--- src/hdl/sed_pkg.sv ---
// shared types and constants of the string escape decoder
package sed_pkg;

  localparam int unsigned MAX_RESULTS    = 4;
  localparam int unsigned CNT_W          = $clog2(MAX_RESULTS + 1);
  localparam int unsigned IDX_W          = $clog2(MAX_RESULTS);
  localparam int unsigned FIFO_DEPTH_DEF = 2;

  typedef enum logic [2:0] {
    ST_OK       = 3'd0,
    ST_TRAIL    = 3'd1,
    ST_X_HEX    = 3'd2,
    ST_U4_HEX   = 3'd3,
    ST_U8_HEX   = 3'd4,
    ST_SURR     = 3'd5,
    ST_OVERFLOW = 3'd6,
    ST_UNKNOWN  = 3'd7
  } status_e;

  // parser modes of the front end
  typedef enum logic [2:0] {
    MODE_NORMAL  = 3'd0,
    MODE_ESC     = 3'd1,
    MODE_XFIRST  = 3'd2,
    MODE_XSECOND = 3'd3,
    MODE_U4      = 3'd4,
    MODE_U8      = 3'd5,
    MODE_DROP    = 3'd6
  } mode_e;

  // results caused by one input byte: decoded bytes first, then an optional error
  typedef struct packed {
    logic [CNT_W-1:0]             cnt;
    logic [MAX_RESULTS-1:0][7:0]  data;
    status_e                      err;
    logic                         last;
  } run_t;

endpackage

--- src/hdl/sed_front.sv ---
// front end: escape parser state machine, builds one result run per input byte
module sed_front (
  input  logic          clk_i,
  input  logic          rst_ni,
  input  logic          valid_i,
  input  logic [7:0]    byte_i,
  input  logic          last_i,
  input  logic          full_i,
  output logic          push_o,
  output sed_pkg::run_t run_o
);
  import sed_pkg::*;

  typedef struct packed {
    logic       ok;
    logic [3:0] nib;
  } hex_t;

  typedef struct packed {
    logic       ok;
    logic [7:0] value;
  } esc_t;

  typedef struct packed {
    logic [CNT_W-1:0]            cnt;
    logic [MAX_RESULTS-1:0][7:0] data;
  } utf8_t;

  localparam logic [7:0]  CH_BSLASH = 8'h5C;
  localparam logic [7:0]  CH_X      = 8'h78;
  localparam logic [7:0]  CH_U_LO   = 8'h75;
  localparam logic [7:0]  CH_U_UP   = 8'h55;
  localparam logic [3:0]  DIGITS_U4 = 4'd4;
  localparam logic [3:0]  DIGITS_U8 = 4'd8;
  localparam logic [31:0] CP_MAX    = 32'h0010_FFFF;
  localparam logic [31:0] SURR_LO   = 32'h0000_D800;
  localparam logic [31:0] SURR_HI   = 32'h0000_DFFF;
  localparam logic [31:0] CP_1B     = 32'h0000_007F;
  localparam logic [31:0] CP_2B     = 32'h0000_07FF;
  localparam logic [31:0] CP_3B     = 32'h0000_FFFF;

  function automatic hex_t hex_of(input logic [7:0] c);
    hex_t r;
    r = '0;
    if (c >= 8'h30 && c <= 8'h39) begin
      r.ok = 1'b1; r.nib = 4'(c - 8'h30);
    end else if (c >= 8'h61 && c <= 8'h66) begin
      r.ok = 1'b1; r.nib = 4'(c - 8'h57);
    end else if (c >= 8'h41 && c <= 8'h46) begin
      r.ok = 1'b1; r.nib = 4'(c - 8'h37);
    end
    return r;
  endfunction

  function automatic esc_t single_escape(input logic [7:0] c);
    esc_t r;
    r.ok = 1'b1;
    unique case (c)
      8'h61:   r.value = 8'h07; // a
      8'h62:   r.value = 8'h08; // b
      8'h65:   r.value = 8'h1B; // e
      8'h66:   r.value = 8'h0C; // f
      8'h6E:   r.value = 8'h0A; // n
      8'h72:   r.value = 8'h0D; // r
      8'h74:   r.value = 8'h09; // t
      8'h76:   r.value = 8'h0B; // v
      8'h5C:   r.value = 8'h5C; // backslash
      8'h27:   r.value = 8'h27; // single quote
      8'h22:   r.value = 8'h22; // double quote
      8'h30:   r.value = 8'h00; // zero
      8'h3F:   r.value = 8'h3F; // question mark
      default: begin
        r.ok = 1'b0; r.value = 8'h00;
      end
    endcase
    return r;
  endfunction

  function automatic utf8_t utf8_encode(input logic [31:0] cp);
    utf8_t r;
    r = '0;
    if (cp <= CP_1B) begin
      r.cnt = CNT_W'(1);
      r.data[0] = cp[7:0];
    end else if (cp <= CP_2B) begin
      r.cnt = CNT_W'(2);
      r.data[0] = {3'b110, cp[10:6]};
      r.data[1] = {2'b10, cp[5:0]};
    end else if (cp <= CP_3B) begin
      r.cnt = CNT_W'(3);
      r.data[0] = {4'b1110, cp[15:12]};
      r.data[1] = {2'b10, cp[11:6]};
      r.data[2] = {2'b10, cp[5:0]};
    end else begin
      r.cnt = CNT_W'(4);
      r.data[0] = {5'b11110, cp[20:18]};
      r.data[1] = {2'b10, cp[17:12]};
      r.data[2] = {2'b10, cp[11:6]};
      r.data[3] = {2'b10, cp[5:0]};
    end
    return r;
  endfunction

  mode_e       mode_q, mode_d, mode_mid;
  logic [31:0] acc_q, acc_d, acc_mid, acc_sh;
  logic [3:0]  dig_q, dig_d, dig_mid, dig_inc;
  status_e     err_main, err_fin;
  hex_t        h;
  esc_t        esc;
  utf8_t       enc;
  logic        complete, cp_over, cp_surr, accept;
  logic [CNT_W-1:0]            nb;
  logic [MAX_RESULTS-1:0][7:0] data;

  assign accept   = valid_i && !full_i;
  assign h        = hex_of(byte_i);
  assign esc      = single_escape(byte_i);
  assign acc_sh   = {acc_q[27:0], h.nib};
  assign dig_inc  = dig_q + 4'd1;
  assign complete = h.ok && (dig_inc == ((mode_q == MODE_U4) ? DIGITS_U4 : DIGITS_U8));
  assign cp_over  = (mode_q == MODE_U8) && (acc_sh > CP_MAX);
  assign cp_surr  = (acc_sh >= SURR_LO) && (acc_sh <= SURR_HI);
  assign enc      = utf8_encode(acc_sh);

  always_comb begin : next_state
    mode_mid = mode_q;
    acc_mid  = acc_q;
    dig_mid  = dig_q;
    err_main = ST_OK;
    unique case (mode_q) inside
      MODE_ESC: begin
        if (esc.ok) begin
          mode_mid = MODE_NORMAL;
        end else if (byte_i == CH_X) begin
          mode_mid = MODE_XFIRST;
        end else if (byte_i == CH_U_LO || byte_i == CH_U_UP) begin
          mode_mid = (byte_i == CH_U_LO) ? MODE_U4 : MODE_U8;
          acc_mid  = '0;
          dig_mid  = '0;
        end else begin
          err_main = ST_UNKNOWN;
        end
      end
      MODE_XFIRST: begin
        if (!h.ok) begin
          err_main = ST_X_HEX;
        end else begin
          acc_mid  = {28'd0, h.nib};
          mode_mid = MODE_XSECOND;
        end
      end
      MODE_XSECOND: begin
        mode_mid = (!h.ok && byte_i == CH_BSLASH) ? MODE_ESC : MODE_NORMAL;
      end
      MODE_U4, MODE_U8: begin
        if (!h.ok) begin
          err_main = (mode_q == MODE_U4) ? ST_U4_HEX : ST_U8_HEX;
        end else begin
          acc_mid = acc_sh;
          dig_mid = dig_inc;
          if (complete) begin
            if (cp_over)      err_main = ST_OVERFLOW;
            else if (cp_surr) err_main = ST_SURR;
            else              mode_mid = MODE_NORMAL;
          end
        end
      end
      MODE_DROP: begin
      end
      default: begin
        mode_mid = (byte_i == CH_BSLASH) ? MODE_ESC : MODE_NORMAL;
      end
    endcase

    // an escape still open on the final byte is an error
    err_fin = err_main;
    if (err_main == ST_OK && last_i) begin
      case (mode_mid)
        MODE_ESC:    err_fin = ST_TRAIL;
        MODE_XFIRST: err_fin = ST_X_HEX;
        MODE_U4:     err_fin = ST_U4_HEX;
        MODE_U8:     err_fin = ST_U8_HEX;
        default:     err_fin = ST_OK;
      endcase
    end

    if (last_i) begin
      mode_d = MODE_NORMAL;
      acc_d  = '0;
      dig_d  = '0;
    end else if (err_fin != ST_OK) begin
      mode_d = MODE_DROP;
      acc_d  = acc_mid;
      dig_d  = dig_mid;
    end else begin
      mode_d = mode_mid;
      acc_d  = acc_mid;
      dig_d  = dig_mid;
    end
  end

  always_comb begin : outputs
    nb   = '0;
    data = '0;
    unique case (mode_q) inside
      MODE_ESC: begin
        if (esc.ok) begin
          nb = CNT_W'(1); data[0] = esc.value;
        end
      end
      MODE_XFIRST: begin
        // lone digit flushed at the end of the literal
        if (last_i && h.ok) begin
          nb = CNT_W'(1); data[0] = {4'd0, h.nib};
        end
      end
      MODE_XSECOND: begin
        if (h.ok) begin
          nb = CNT_W'(1); data[0] = {acc_q[3:0], h.nib};
        end else begin
          data[0] = acc_q[7:0];
          if (byte_i != CH_BSLASH) begin
            nb = CNT_W'(2); data[1] = byte_i;
          end else begin
            nb = CNT_W'(1);
          end
        end
      end
      MODE_U4, MODE_U8: begin
        if (complete && err_main == ST_OK) begin
          nb   = enc.cnt;
          data = enc.data;
        end
      end
      MODE_DROP: begin
      end
      default: begin
        if (byte_i != CH_BSLASH) begin
          nb = CNT_W'(1); data[0] = byte_i;
        end
      end
    endcase
    run_o.cnt  = nb + CNT_W'(err_fin != ST_OK);
    run_o.data = data;
    run_o.err  = err_fin;
    run_o.last = last_i;
  end

  assign push_o = accept && (run_o.cnt != '0);

  always_ff @(posedge clk_i or negedge rst_ni) begin
    if (!rst_ni) begin
      mode_q <= MODE_NORMAL;
      acc_q  <= '0;
      dig_q  <= '0;
    end else if (accept) begin
      mode_q <= mode_d;
      acc_q  <= acc_d;
      dig_q  <= dig_d;
    end
  end

endmodule

--- src/hdl/sed_fifo.sv ---
// small queue of result runs between front and back end
module sed_fifo #(
  parameter int unsigned DEPTH = sed_pkg::FIFO_DEPTH_DEF
) (
  input  logic          clk_i,
  input  logic          rst_ni,
  input  logic          push_i,
  input  sed_pkg::run_t data_i,
  output logic          full_o,
  input  logic          pop_i,
  output logic          empty_o,
  output sed_pkg::run_t data_o
);
  import sed_pkg::*;

  localparam int unsigned PW = (DEPTH > 1) ? $clog2(DEPTH) : 1;
  localparam int unsigned CW = $clog2(DEPTH + 1);

  run_t          mem_q [DEPTH];
  logic [PW-1:0] wr_ptr_q, rd_ptr_q;
  logic [CW-1:0] count_q;
  logic          do_push, do_pop;

  assign full_o  = (count_q == CW'(DEPTH));
  assign empty_o = (count_q == '0);
  assign data_o  = mem_q[rd_ptr_q];
  assign do_push = push_i && !full_o;
  assign do_pop  = pop_i && !empty_o;

  always_ff @(posedge clk_i) begin
    if (do_push) mem_q[wr_ptr_q] <= data_i;
  end

  always_ff @(posedge clk_i or negedge rst_ni) begin
    if (!rst_ni) begin
      wr_ptr_q <= '0;
      rd_ptr_q <= '0;
      count_q  <= '0;
    end else begin
      if (do_push) wr_ptr_q <= (wr_ptr_q == PW'(DEPTH - 1)) ? '0 : wr_ptr_q + PW'(1);
      if (do_pop)  rd_ptr_q <= (rd_ptr_q == PW'(DEPTH - 1)) ? '0 : rd_ptr_q + PW'(1);
      if (do_push && !do_pop)      count_q <= count_q + CW'(1);
      else if (do_pop && !do_push) count_q <= count_q - CW'(1);
    end
  end

endmodule

--- src/hdl/sed_back.sv ---
// back end: serializes each run into single results through an output register
module sed_back (
  input  logic          clk_i,
  input  logic          rst_ni,
  input  logic          empty_i,
  input  sed_pkg::run_t run_i,
  output logic          pop_o,
  output logic          m_tvalid_o,
  input  logic          m_tready_i,
  output logic [7:0]    m_tdata_o,
  output logic          m_tlast_o,
  output logic [4:0]    m_tuser_o
);
  import sed_pkg::*;

  logic [IDX_W-1:0] idx_q;
  logic             valid_q;
  logic [7:0]       data_q;
  logic             tlast_q;
  logic [4:0]       tuser_q;
  logic             load, entry_last, is_err;
  status_e          status;

  assign load       = !empty_i && (!valid_q || m_tready_i);
  assign entry_last = ({1'b0, idx_q} == (run_i.cnt - CNT_W'(1)));
  assign is_err     = entry_last && (run_i.err != ST_OK);
  assign status     = is_err ? run_i.err : ST_OK;
  assign pop_o      = load && entry_last;

  always_ff @(posedge clk_i or negedge rst_ni) begin
    if (!rst_ni) begin
      idx_q   <= '0;
      valid_q <= 1'b0;
    end else begin
      if (load) begin
        idx_q   <= entry_last ? '0 : idx_q + IDX_W'(1);
        valid_q <= 1'b1;
      end else if (m_tready_i) begin
        valid_q <= 1'b0;
      end
    end
  end

  always_ff @(posedge clk_i) begin
    if (load) begin
      data_q  <= is_err ? 8'h00 : run_i.data[idx_q];
      tlast_q <= entry_last && (is_err || run_i.last);
      tuser_q <= {entry_last, status, !is_err};
    end
  end

  assign m_tvalid_o = valid_q;
  assign m_tdata_o  = data_q;
  assign m_tlast_o  = tlast_q;
  assign m_tuser_o  = tuser_q;

endmodule

--- src/hdl/string_escape_decoder_top.sv ---
// top level of the string escape decoder
// usage:
//   slave stream: one raw byte of a string literal per transfer, tlast on the
//   final byte of the literal. master stream: one decoded result per transfer.
//   plain bytes and single-character escapes give one result, \x one or two
//   hex digits one byte, \u and \U code points one to four utf-8 bytes.
//   an error gives one result with status set and tlast high; the rest of the
//   literal is then swallowed. a byte may give no result at all.
// path: the run of each byte is written into the run queue, and its results are
//   then loaded from the queue into the output register one by one.
// throughput: one byte per cycle in, one result per cycle out while
//   m_axis_tready_i is high; a byte that expands to k results holds the output for
//   k transfers, and the run queue between parser and serializer absorbs that until
//   it fills, after which s_axis_tready_o drops.
// reset: parser returns to plain text, queue and output register empty.
// stall: with m_axis_tready_i low the output holds; the parser keeps taking
//   bytes until the queue is full.
module string_escape_decoder_top #(
  parameter int unsigned FIFO_DEPTH = sed_pkg::FIFO_DEPTH_DEF
) (
  input  logic       clk_i,
  input  logic       rst_ni,
  input  logic       s_axis_tvalid_i,
  output logic       s_axis_tready_o,
  input  logic [7:0] s_axis_tdata_i,   // [7:0] in_byte
  input  logic       s_axis_tlast_i,   // literal_last
  output logic       m_axis_tvalid_o,
  input  logic       m_axis_tready_i,
  output logic [7:0] m_axis_tdata_o,   // [7:0] out_byte
  output logic       m_axis_tlast_o,   // literal_end
  output logic [4:0] m_axis_tuser_o    // [0] byte_valid, [3:1] status, [4] run_last
);
  import sed_pkg::*;

  run_t run_in, run_out;
  logic push, full, pop, empty;

  // parser takes a byte whenever the run queue has room
  assign s_axis_tready_o = !full;

  sed_front u_front (
    .clk_i   (clk_i),
    .rst_ni  (rst_ni),
    .valid_i (s_axis_tvalid_i),
    .byte_i  (s_axis_tdata_i),
    .last_i  (s_axis_tlast_i),
    .full_i  (full),
    .push_o  (push),
    .run_o   (run_in)
  );

  // runs waiting to be serialized
  sed_fifo #(
    .DEPTH (FIFO_DEPTH)
  ) u_fifo (
    .clk_i   (clk_i),
    .rst_ni  (rst_ni),
    .push_i  (push),
    .data_i  (run_in),
    .full_o  (full),
    .pop_i   (pop),
    .empty_o (empty),
    .data_o  (run_out)
  );

  // one result per transfer, output register parts the two sides
  sed_back u_back (
    .clk_i      (clk_i),
    .rst_ni     (rst_ni),
    .empty_i    (empty),
    .run_i      (run_out),
    .pop_o      (pop),
    .m_tvalid_o (m_axis_tvalid_o),
    .m_tready_i (m_axis_tready_i),
    .m_tdata_o  (m_axis_tdata_o),
    .m_tlast_o  (m_axis_tlast_o),
    .m_tuser_o  (m_axis_tuser_o)
  );

endmodule

--- config.mk ---
export PLATFORM = sky130hd
export DESIGN_NAME = string_escape_decoder_top
export DESIGN_NICKNAME = d
export VERILOG_FILES = /design/src/hdl/sed_pkg.sv /design/src/hdl/sed_front.sv /design/src/hdl/sed_fifo.sv /design/src/hdl/sed_back.sv /design/src/hdl/string_escape_decoder_top.sv
export SDC_FILE = /design/constraint.sdc
export NUM_CORES = 1
export LEC_CHECK = 0
export ABC_AREA = 1
export BUFFER_PORTS_ARGS = -buffer_cell sky130_fd_sc_hd__buf_2
export CAP_MARGIN = 20
export CORE_MARGIN = 2
export CORE_UTILIZATION = 57
export DETAILED_ROUTE_END_ITERATION = 10
export GPL_ROUTABILITY_DRIVEN = 0
export GPL_TIMING_DRIVEN = 0
export PLACE_DENSITY = 0.8
export REMOVE_ABC_BUFFERS = 1
export SLEW_MARGIN = 20
export SYNTH_ARGS = -nofsm -noshare
export SYNTH_HDL_FRONTEND = slang
export SYNTH_HIERARCHICAL = 1
export SYNTH_SLANG_ARGS = --single-unit
--- constraint.sdc ---
create_clock -name clk_i -period 4.5 [get_ports clk_i]
set_input_delay 0.9 -clock clk_i [delete_from_list [all_inputs] [get_ports clk_i]]
set_output_delay 0.9 -clock clk_i [all_outputs]
set_load 0.02 [all_outputs]
==> impl_metrics.csv <==
group,metric,value,unit
synth,synth_seq_cells,134,
floorplan,start_util,58.0,%
timing,worst_slew_pin_slew,0.947,ns
clock_tree,numCtsBuffers,17,
route,wirelength,18700,um
final_layout,final_common_cell,"nand2_1",
synth,synth.distinct_cells,49,
final_layout,layout_common_cells,"nand2_1 (280), inv_1 (104), nor2_1 (102)",
critical_path,path_class,"in -> reg",
power_and_ir_drop,p_per_area,697,nW/um^2
final_layout,antenna_cells,0,
timing,slew_headroom,36.8,%
critical_path,slowest_stage,"ha_1",
global_routing,grt_overflow_total,0,
floorplan,rows,42,
final_layout,fin_util,65.4,%
critical_path,rr_worst_depth,16,
synth,yosysSeqAreaShare,50.0,%
timing,setup_violations,0,
route,viasPerCell,5.70,
critical_path,critPathBufInv,6,
critical_path,cp-end-kind,"flip-flop",
synth,yosysTopAreaCell,"edfxtp_1",
global_routing,grt_util_all_layers,26.3,%
run_status,status,"complete, no violations",
synth,syn_area,7620,sq um
timing,fin_tns_setup,0,ns
clock_tree,clkTransAtPathRegs,0.06,ns
floorplan,core,13100,sq um
final_layout,fillers,1087,
route,drc,0,
final_layout,nets,979,
final_layout,drive_above_1_share,14.7,%
clock_tree,cts_tree,"built",
floorplan,io_pins,29,
critical_path,path_cells,"clkbuf_4 -> inv_2 -> ha_1 -> nand2_1 -> inv_1 -> nand2_1 -> nand3_1 -> nor2_4 -> nand4_1 -> nand3_2 -> nor2_2 -> nand3_4 -> inv_4 -> o21ai_0 -> o2111ai_1 -> ha_1 -> ha_1 -> nor2_1 -> nand3_1 -> nand2_1 -> inv_1 -> o21ai_0 -> nor2_4 -> buf_12",
global_routing,antenna_found_initial,0,
critical_path,cp_max_fo,27,
synth,synthCells,929,
floorplan,die_y,120,um
timing,finalClockSkew,0.0121,ns
synth,syn_avg_cell_area,8.20,sq um
critical_path,worst_ep_required_time,4.61,ns
global_routing,grt_max_degree,43,
clock_tree,clockRootBuffer,"clkbuf_16",
clock_tree,cts_sinks,134,
route,final_antenna_net_count,0,
placed_design,dp_hpwl,12400,um
worst_hold_path,holdCritPathClass,"in -> async",
synth,yosysTopAreaCellShare,36.2,%
floorplan,fp.dieW,120,um
global_routing,grt_pass1_wl,29300,um
timing,fmax,231,MHz
final_layout,area_delta_synth_final,12.8,%
critical_path,arrival,4.45,ns
route,num_vias,6534,
timing,finalCritPeriodShare,96.4,%
clock_tree,clk_latency,0.42,ns
synth,synth_area_leaders,"edfxtp_1 (36%), dfrtp_1 (14%), nand2_1 (14%)",
clock_tree,htreeDepth,4,
critical_path,cp_top_family,"simple AND/OR/NAND/NOR gates",
timing,final_max_slew_viol_count,0,
route,drtIter0Drc,920,
critical_path,slowest_delay,0.32,ns
placed_design,io_buffers,28,
route,dr.pass1.iters,8,
power_and_ir_drop,vdd_drop_max,0.392,mV
job,drv_cap,0,
clock_tree,clock_path_buffers,2,
critical_path,worstSetupStartpointType,"primary input",
critical_path,cp.depth,24,
timing,hold_viol,0,
global_routing,grt_pass1_vias,6056,
synth,yosysWarnings,6,
timing,period_needed,4.34,ns
route,post_drt_wl_per_cell,16.4,um
power_and_ir_drop,p_leak,3.87,nW
floorplan,dieArea,14300,sq um
## sequential cells by signal, indices dropped and copies added, names as in the netlist, 2 cells and up
name	count
u_back/m_tdata_o	8
u_fifo/mem_q	78
u_front/mode_q	3
u_fifo/count_q	2
u_back/idx_q	2
u_front/dig_q	4
u_back/m_tuser_o	5
u_front/acc_q	28
## routing by layer
layer	track usage, %	up-vias	part of all wire, %
li1	-	3102	-
met1	34.1	3044	41
met2	42.8	331	48
met3	6.51	57	8.8
met4	10.1	0	2.8
met5	0	-	0
## per-stage QoR
stage | instance area [sq um] | hold WS, ns | instances | worst slack (ns) | total power [mW]
floorplan | 7430 | 0.449 | 900 | -1.06 | 3.82
global placement | 7790 | 0.461 | 1104 | -2.72 | 4.35
detailed placement | 7840 | 0.474 | 1106 | -0.833 | 4.48
CTS | 8480 | 0.489 | 1141 | 0.0312 | 5.88
global route | 8600 | 0.491 | 1146 | -0.0166 | 6.38
finish | 8600 | 0.450 | 1146 | 0.164 | 5.99
## synth_stat cells (all sizes together)
| library cell | n |
|---|---|
| inv | 120 |
| clkbuf | 10 |
| o21ai | 62 |
| xor2 | 1 |
| o21a | 1 |
| buf | 20 |
| o2111ai | 6 |
| nand3 | 58 |
| clkinv | 1 |
| o311ai | 1 |
| o211ai | 3 |
| nor4 | 1 |
| a21oi | 15 |
| o221ai | 5 |
| nand4 | 10 |
| nor2 | 129 |
| o31ai | 11 |
| a22oi | 9 |
| dfrtp | 42 |
| nand2 | 295 |
| a31oi | 1 |
| xnor2 | 2 |
| conb | 1 |
| o22ai | 10 |
| edfxtp | 92 |
| nor3 | 10 |
| a211oi | 1 |
| a41oi | 1 |
| o32ai | 1 |
| ha | 9 |
| nand3b | 1 |
## area by class of cell
| class | count | area (sq um) | area share, % |
|---|---|---|---|
| Sequential cell | 134 | 3810 | 44.4 |
| Multi-Input combinational cell | 646 | 3260 | 37.9 |
| Inverter | 121 | 464 | 5.40 |
| Clock buffer | 18 | 429 | 4.99 |
| Timing Repair Buffer | 37 | 255 | 2.97 |
| Tap cell | 176 | 220 | 2.56 |
| Clock inverter | 14 | 150 | 1.75 |
## cells by family (layout without fill, tap and decap cells)
| group | after synthesis | after routing | synth area share (%) |
|---|---|---|---|
| adder cells (fa/ha/maj) | 9 | 9 | 1.48 |
| XOR/XNOR | 3 | 3 | 0.345 |
| other | 1 | 2 | 0.0492 |
| AO/OA/AOI/OAI | 127 | 127 | 10.4 |
| AND/OR/NAND/NOR | 504 | 505 | 29.1 |
| buffers and inverters | 151 | 190 | 8.60 |
| flip-flops | 134 | 134 | 50.0 |
## power breakdown
| part | total (mW) | switching, mW | leakage [nW] | internal [mW] |
|---|---|---|---|---|
| sequential | 2.16 | 0.245 | 1.43 | 1.92 |
| combinational | 2.47 | 1.68 | 2.16 | 0.790 |
| clock | 1.36 | 0.537 | 0.279 | 0.820 |
## worst paths after layout
kind	endpoint	start	slack [ns]
worst max-delay path	u_fifo/mem_q[1][32]$_DFFE_PP_	s_axis_tdata_i[0]	0.16
worst min-delay path	u_fifo/rd_ptr_q$_DFFE_PN0P_	rst_ni	0.45
worst max register to register	u_fifo/mem_q[1][32]$_DFFE_PP_	u_front/acc_q[14]$_DFFE_PN0P_	0.29
worst min register to register	u_front/acc_q[27]$_DFFE_PN0P_	u_front/acc_q[27]$_DFFE_PN0P_	0.49
max in group asynchronous	u_front/acc_q[5]$_DFFE_PN0P_	rst_ni	3.62
min in group clk_i	u_front/acc_q[27]$_DFFE_PN0P_	u_front/acc_q[27]$_DFFE_PN0P_	0.49
## what timing repair did
action | 4_1_cts | 5_1_grt
setup endpoints to repair | 80 | 78
pin swaps | 2 | 4
buffers inserted | 2 | 4
resized for setup | 6 | 15
hold buffers | 0 | 0
cloned | 1 | 1
Power figures use the tool's default switching activity.
